`config.mk`:
```
export PLATFORM = sky130hd
export DESIGN_NAME = lfra_ram
export DESIGN_NICKNAME = d
export VERILOG_FILES = /design/src/rtl/lfra_ram.sv
export SDC_FILE = /design/constraint.sdc
export NUM_CORES = 1
export LEC_CHECK = 0
export BUFFER_PORTS_ARGS = -buffer_cell sky130_fd_sc_hd__buf_4
export CELL_PAD_IN_SITES_DETAIL_PLACEMENT = 0
export CELL_PAD_IN_SITES_GLOBAL_PLACEMENT = 1
export CORE_AREA = 2 2 103 105
export DETAILED_ROUTE_END_ITERATION = 16
export DIE_AREA = 0 0 105 107
export MAX_ROUTING_LAYER = met4
export PLACE_DENSITY_LB_ADDON = 0.2
export SLEW_MARGIN = 40
export SYNTH_ARGS = -nofsm -noshare
export SYNTH_HDL_FRONTEND = slang
export SYNTH_SLANG_ARGS = --single-unit
```
`constraint.sdc`:
```
create_clock -name clk -period 2.5 [get_ports clk]
set_clock_uncertainty 0.1 [all_clocks]
set_input_delay 0.375 -clock clk [delete_from_list [all_inputs] [get_ports clk]]
set_output_delay 0.375 -clock clk [all_outputs]
set_load 0.05 [all_outputs]
```
`src/rtl/lfra_ram.sv`:
```
// Generic single-port-write, single-port-read RAM with registered read data.
module lfra_ram #(
	parameter int WIDTH = 8,
	parameter int DEPTH = 16
) (
	input  logic                                    clk,
	input  logic                                    wr_en,
	input  logic [((DEPTH > 1) ? $clog2(DEPTH) : 1)-1:0] wr_addr,
	input  logic [WIDTH-1:0]                        wr_data,
	input  logic                                    rd_en,
	input  logic [((DEPTH > 1) ? $clog2(DEPTH) : 1)-1:0] rd_addr,
	output logic [WIDTH-1:0]                        rd_data
);

	logic [WIDTH-1:0] mem_q [DEPTH];
	logic [WIDTH-1:0] rd_data_q;

	// A read at the same address as a write returns the old contents.
	always_ff @(posedge clk) begin
		if (wr_en) begin
			mem_q[wr_addr] <= wr_data;
		end
		if (rd_en) begin
			rd_data_q <= mem_q[rd_addr];
		end
	end

	assign rd_data = rd_data_q;

endmodule

```
==> impl_metrics.toml <==
[detailed_routing]
wl_per_cell_um = 22.46
via_count = 2441
wirelength_mm = 9.680
drt-initial-drc-count = 175
firstDrtPassIters = 4
viasPerCell = 5.664
drc_errors = 0
ant_nets = 0

[power_and_ir_drop]
pwr_density_cell_nw_per_um2 = 807.2
p_sw_share_pct = 20.26
combPwrFrac_pct = 5.6
ir_drop_uv = 509.3
leakage_nw = 2.078
power_switching_mw = 1.008
clkPwrFrac_pct = 42.4
p_seq_share_pct = 52.0
p_int_mw = 3.967

[clocking]
cts_root_buffer = "clkbuf_8"
path_clk_slew_ps = 60
cts_tree = "built"
postCtsResizedCells = 0
cts.sinks = 136
post_cts_buffers = 0
h-tree-depth = 4
clk_latency_ps = 520
cts-buffers-inserted = 17
holdBufCountCts = 0
clock_path_buffers = 2

[sta]
tightest_slew_ps = 775.3
period_needed_ps = 1625
rsz0062_at_grt = "false"
slew_violations = 0
max_freq_mhz = 615.5
final-setup-viol-count = 0
fin_crit_sh_pct = 64.98
hold_violations = 0
maxSlewHeadroom_pct = 48.20
finalSetupTns_ps = 0

[setup_path]
reg2reg_to = "rd_data[1]"
crit_cells = 1
start_kind = "flop"
startpoint = "rd_data[7]"
cp_data_arrival_time_ps = 1150
critPathMaxFanout = 1
max_stage_delay_ps = 410
endpoint = "rd_data[7]"
cp_data_required_time_ps = 2030
path_buf_inv = 1
cp_slowest_cell = "edfxtp_1"
crit-reg2reg-launch = "mem_q[10][1]"
crit_type = "flop to output pin"
critical_path.top_delay_family = "flip-flops"
cp-end-kind = "output pin"
rr_worst_depth = 3
critical_path.cell_chain = "buf_4"
reg2reg_slack_ps = 920

[final_layout]
area_delta_synth_final_pct = 17.90
final_common_cell = "edfxtp_1"
fillers = 743
antennaDiodeCount = 0
seqCellArea_um2 = 4084
final_cell_mix = "136 x edfxtp_1, 43 x buf_4, 18 x mux4_2"
layout.nets = 301
design_area_um2 = 6163
multi_input_area_um2 = 1057
drive_above_1_share_pct = 29.49

[place]
placed_area_um2 = 5654
port-buffer-count = 26
finalWeightedCongestion = 0.7299
dpl.hpwl_mm = 6.094

[synthesis]
ys_warn_count = 0
syn_inst = 229
ys_seq_elements = 136
seq_area_frac_synth_pct = 78.12
synth_cell_types = 18
synthesis.nets = 248
avgSynthCellArea_um2 = 22.83
syn_area_um2 = 5228

[die]
die_area_um2 = 11240
die_w_um = 105
core-area_um2 = 10090
num_rows = 37
initial_core_util_pct = 51.80
dieHeight_um = 107
num_io_pins = 27

[global_route]
grt_start_max_net_pins = 33
grt_usage_pct = 20.04
grt_pass1_vias = 2459
antenna_found_initial = 0
grt_pass1_wl_mm = 15.00
grt-ovfl-total = 0

[run]
cap_viol_max_count = 0

[run_status]
outcome = "complete, no violations"

[worst_hold_path]
hold_class = "input port to flop"
-- state kept, by name, indices dropped and copies added (netlist names) --
signal   count
mem_q      128
rd_data      8
-- stage by stage --
stage / instances / util (%) / setup slack [ps] / power, mW / hold slack (ps)
after floorplan: 229 / - / 532.1 / 2.796 / 373.9
after global placement: 399 / 56.03 / 396.8 / 2.911 / 584.8
after detailed placement: 399 / 56.03 / 373.1 / 2.917 / 595.3
after CTS: 431 / 61.07 / 843.2 / 5.031 / 35.64
after global routing: 431 / 61.07 / 835.0 / 5.145 / 47.58
final: 431 / 61.07 / 875.4 / 4.975 / 59.67
-- cell usage after synthesis --
cell,n,share of area (%)
buf_4,1,0.14
mux4_2,18,7.8
a22oi_1,16,2.3
and2_1,1,0.12
edfxtp_1,136,78
nor2b_1,1,0.12
and2b_1,1,0.14
nand3_1,1,0.096
clkdlybuf4s25_2,3,0.57
nor2_1,13,0.93
buf_2,3,0.29
mux4_1,14,7.0
nand3b_1,2,0.29
nand2_1,9,0.65
nor3_1,4,0.38
nand2b_1,2,0.24
or3b_2,1,0.17
buf_6,3,0.65
-- layout make-up --
cell class	count	share of cell area (%)
clock inverter	13	1.421
clock buffer	19	6.841
multi-input combinational	83	17.15
sequential	136	66.26
timing repair buffer	44	5.562
tap	136	2.761
-- worst min path at each step --
stage	startpoint	endpoint	slack (ps)	cells after the start
5_1_grt	rd_en	rd_data[7]	50	1
4_1_cts	wr_data[2]	mem_q[0][2]	40	1
3_5_place_dp	wr_data[1]	mem_q[1][1]	600	1
3_3_place_gp	wr_data[2]	mem_q[9][2]	580	1
6_report	wr_data[2]	mem_q[0][2]	60	1
2_1_floorplan	wr_data[0]	mem_q[0][0]	370	0
-- cells by family (layout without fill, tap and decap cells) --
kind of cell	Yosys count	after routing	synth area share [%]
AOI/OAI and AO/OA	16	16	2.298
DFF	136	136	78.12
and+or+nand+nor	35	35	3.136
buffers and inverters	10	76	1.651
muxes	32	32	14.79
-- power by group through the flow --
stage / combinational, mW / clock, mW / sequential [mW]
floorplan: 0.130 / 0 / 2.67
global placement: 0.280 / 0 / 2.63
detailed placement: 0.284 / 0 / 2.63
CTS: 0.284 / 2.16 / 2.59
global route: 0.301 / 2.26 / 2.59
finish: 0.278 / 2.11 / 2.59
-- layer usage --
| layer | vias up | routed length (um) | global-route usage, % |
|---|---|---|---|
| met5 | - | 0 | - |
| met4 | 0 | 102 | 8.000 |
| met3 | 9 | 689 | 6.201 |
| met2 | 89 | 4893 | 29.68 |
| met1 | 1251 | 3995 | 26.35 |
| li1 | 1092 | - | - |
Note: power is estimated with default switching activity, not from simulation.
