[config.mk]
export PLATFORM = sky130hd
export DESIGN_NAME = lfra_prio
export DESIGN_NICKNAME = d
export VERILOG_FILES = /design/src/rtl/lfra_pkg.sv /design/src/rtl/lfra_prio.sv
export SDC_FILE = /design/constraint.sdc
export NUM_CORES = 1
export LEC_CHECK = 0
export BUFFER_PORTS_ARGS = -buffer_cell sky130_fd_sc_hd__buf_2
export CAP_MARGIN = 20
export CORE_MARGIN = 2
export CORE_UTILIZATION = 50
export DETAILED_ROUTE_END_ITERATION = 10
export PLACE_DENSITY = 0.94
export SLEW_MARGIN = 25
export SYNTH_ARGS = -nofsm -noshare
export SYNTH_HDL_FRONTEND = slang
export SYNTH_SLANG_ARGS = --single-unit
[constraint.sdc]
create_clock -name vclk -period 5.8
set_input_delay 1.74 -clock vclk [all_inputs]
set_output_delay 1.74 -clock vclk [all_outputs]
set_load 0.01 [all_outputs]
[src/rtl/lfra_pkg.sv]
// Shared types and codes for the lowest-free-room allocator.
package lfra_pkg;

	localparam int GUEST_W = 10;
	localparam int ROOM_W  = 7;
	localparam int STAT_W  = 2;

	localparam logic KIND_ARRIVE = 1'b0;
	localparam logic KIND_DEPART = 1'b1;

	localparam logic [STAT_W-1:0] ST_OK     = 2'd0;
	localparam logic [STAT_W-1:0] ST_NOROOM = 2'd1;
	localparam logic [STAT_W-1:0] ST_NOHOLD = 2'd2;

	typedef struct packed {
		logic               kind;
		logic [GUEST_W-1:0] guest;
	} event_t;

	typedef struct packed {
		logic [ROOM_W-1:0] room;
		logic [ROOM_W-1:0] occupancy;
		logic [ROOM_W-1:0] peak;
		logic [STAT_W-1:0] status;
	} result_t;

	typedef struct packed {
		logic              found;
		logic [ROOM_W-1:0] room;
	} free_room_t;

endpackage

[src/rtl/lfra_prio.sv]
// Priority encoder that finds the lowest free room in the busy map.
module lfra_prio import lfra_pkg::*; #(
	parameter int ROOMS = 64
) (
	input  logic [ROOMS-1:0] busy,
	output free_room_t       free
);

	logic [ROOMS-1:0] free_map;
	logic [ROOMS-1:0] lowest;
	logic [ROOM_W-1:0] room_num;

	// Two's complement trick isolates the lowest set bit of the free map.
	assign free_map = ~busy;
	assign lowest   = free_map & (~free_map + ROOMS'(1));

	always_comb begin
		room_num = '0;
		for (int r = 0; r < ROOMS; r++) begin
			if (lowest[r]) begin
				room_num = room_num | ROOM_W'(r + 1);
			end
		end
	end

	assign free.found = |free_map;
	assign free.room  = room_num;

endmodule

==> impl_metrics.ini <==
[status]
status = completed

[die]
die_w_um = 59.1
rows = 19
io_pins = 72
core_um2 = 2830
start_util = 0.536
die_area_um2 = 3490
die_y_um = 59.1

[sta]
fin_hold_ws_ps = 3740
worst_slack_ps = 140
setup_viol = 0
min_period_ps = 5660
rsz0062_at_grt = no
fmax_mhz = 177
drv_slew = 0
relSlewSlack = 0.429
fin_crit_sh = 0.976
worstMarginPinSlew_ps = 835
finalSetupTns_ps = 0
hold_viol = 0

[min_path]
hold_end = free[6]
holdCritStartpoint = busy[63]
holdPathStages = 3
hold_path_class = in -> out

[setup_path]
slowest_delay_ps = 650
cp_cell_sequence = buf_2 -> nand3_1 -> nor4_1 -> buf_4 -> and2_1 -> buf_4 -> a31o_2 -> a211oi_1 -> nand3_1 -> or4b_2 -> buf_2
arrival_ps = 3920
cp.required_ps = 4060
criticalPathCategory = in -> out
crit_fanout = 12
crit_slowest_cell = or4b_2
cp-end-kind = output pin
worst_setup_path_start_kind = primary input

[yosys]
synth-xor-area-share = 0
synth.distinct_cells = 53
ys_seq_area_frac = 0
synth_top_family_by_area = simple AND/OR/NAND/NOR gates
syn_inst = 249
yosys.area_share.simple = 0.690
synth_compound_area_frac = 0.258
syn_area_um2 = 1520
netlist_top_cells_area = nand3_1 (7.6%), nand2_1 (6.9%), nor4_1 (6.2%), nand4_1 (5.8%), nor2_1 (5.7%)
synth_top_area_share = 0.0760
ys_warn_count = 0
synth_fp_nets = 313
yosys.area.top_type = nand3_1
synth_fa_ha_area_frac = 0
syn_avg_cell_area_um2 = 6.09
synthMuxAreaShare = 0

[route]
wl_um = 6000
via_per_inst = 6.99
drc = 0
drt_iter0_drc = 282
dr.pass1.iters = 5
vias = 2482
postRouteAntennaNets = 0
wl_per_cell_um = 16.9

[place]
placed_cell_area_um2 = 1950
gp_congestion = 0.959
hpwl_um = 4950
dpl_worst_slack_ps = 145
dpl.cell_count = 355
portBuffers = 72

[power]
power.leakage_nw = 0.824
power.density_nw_per_um2 = 39.0
vdd_ir_drop_max_mv = 0.0244

[job]
cap_violations = 0

[final_layout]
diodes = 0
nets = 390
layout-drive-gt1-share = 0.293
syn_to_final_growth_pct = 28.7
fin_area_um2 = 1950
n_clock_buffer = 0
regArea_um2 = 0
final_cell_count_no_fill = 355
seq_cells = 0

[global_route]
grt_pass1_wl_um = 9510
grt_usage = 0.339
grt_max_degree = 13
grt-ovfl-total = 0
grt_pass1_vias = 2193
antenna_found_initial = 0

[clocking]
cts_hold_buf = 0
[cells in the final DEF, fill, tap and decap left out, types with 5 or more instances in the layout]
cell type / Yosys / layout
buf_2: 2 / 72
inv_1: 12 / 12
or3_1: 7 / 7
nor4_1: 15 / 15
nand2_1: 28 / 27
nand3_1: 23 / 23
o21ai_0: 13 / 13
nand4_1: 14 / 14
nand4b_1: 5 / 5
buf_4: 0 / 9
a21oi_1: 7 / 7
and3_1: 6 / 6
nor3_1: 14 / 14
nor2_1: 23 / 23
nand2b_1: 7 / 7
[metrics by stage]
stage	utilization	power [mW]
floorplan	-	0.0297
global placement	0.689	0.0716
detailed placement	0.689	0.0735
CTS	0.689	0.0739
global route	0.690	0.0831
finish	0.690	0.0762
[power by group]
part	leakage (nW)	internal (mW)	total, mW	switching [mW]
Combinational	0.824	0.0307	0.0762	0.0455
Sequential	0	0	0	0
Clock	0	0	0	0
Total	0.824	0.0307	0.0762	0.0455
[area by class of cell]
cell class | count | area (µm²)
well taps | 31 | 38.8
fillers | 263 | 878
multi-input cells | 231 | 1440
repair buffers | 81 | 428
inverters | 12 | 45.0
[worst max-delay path by stage]
stage              from      end  slack, ps  depth (start not counted)
2_1_floorplan  busy[20]  free[5]        590                          9
3_3_place_gp    busy[0]  free[0]        190                         11
3_5_place_dp    busy[9]  free[0]        140                         11
6_report        busy[0]  free[0]        140                         11
5_1_grt         busy[0]  free[1]          9                         10
4_1_cts         busy[9]  free[0]        140                         11
[cell families (layout without fill, tap and decap cells)]
group           after synthesis  count (layout)
simple gates                176             176
compound gates               55              55
buf+inv                      18              93
[per-layer routing]
metal / global-route usage / up-vias / wire length (µm) / part of all wire
met1: 0.450 / 1093 / 2400 / 0.40
met4: 0.0844 / 0 / 161 / 0.027
li1: - / 1156 / - / -
met2: 0.567 / 207 / 2720 / 0.45
met5: 0 / - / 0 / 0
met3: 0.0611 / 26 / 727 / 0.12
[worst max-delay path: cells and delay by family]
family	cells	cell delay (ps)
AOI/OAI and AO/OA	2	410
buffers and inverters	4	610
and+or+nand+nor	5	1150
[synth_stat cells, types with 2 or more instances]
library cell / instances
nand2_1: 28
nand3_1: 23
nor2_1: 23
nor4_1: 15
nand4_1: 14
nor3_1: 14
o21ai_0: 13
inv_1: 12
a21oi_1: 7
nand2b_1: 7
or3_1: 7
and3_1: 6
nand4b_1: 5
and4_1: 4
nand3b_1: 4
nor3b_1: 4
o311ai_0: 4
a21boi_0: 3
a21o_1: 3
a32oi_1: 3
or2_2: 3
or4_1: 3
a2111oi_0: 2
a211oi_1: 2
a221oi_1: 2
a222oi_1: 2
a22oi_1: 2
a2bb2oi_1: 2
buf_2: 2
clkbuf_1: 2
nand4_2: 2
nor2b_1: 2
nor4_4: 2
o31ai_1: 2
or4b_2: 2
[repair_timing]
action | CTS | global route
endpoints found under the setup margin | 0 | 3
endpoints found under the hold margin | 0 | 0
resized for setup | 0 | 2
buffers inserted | 0 | 0
(Power assumes the default switching activity.)
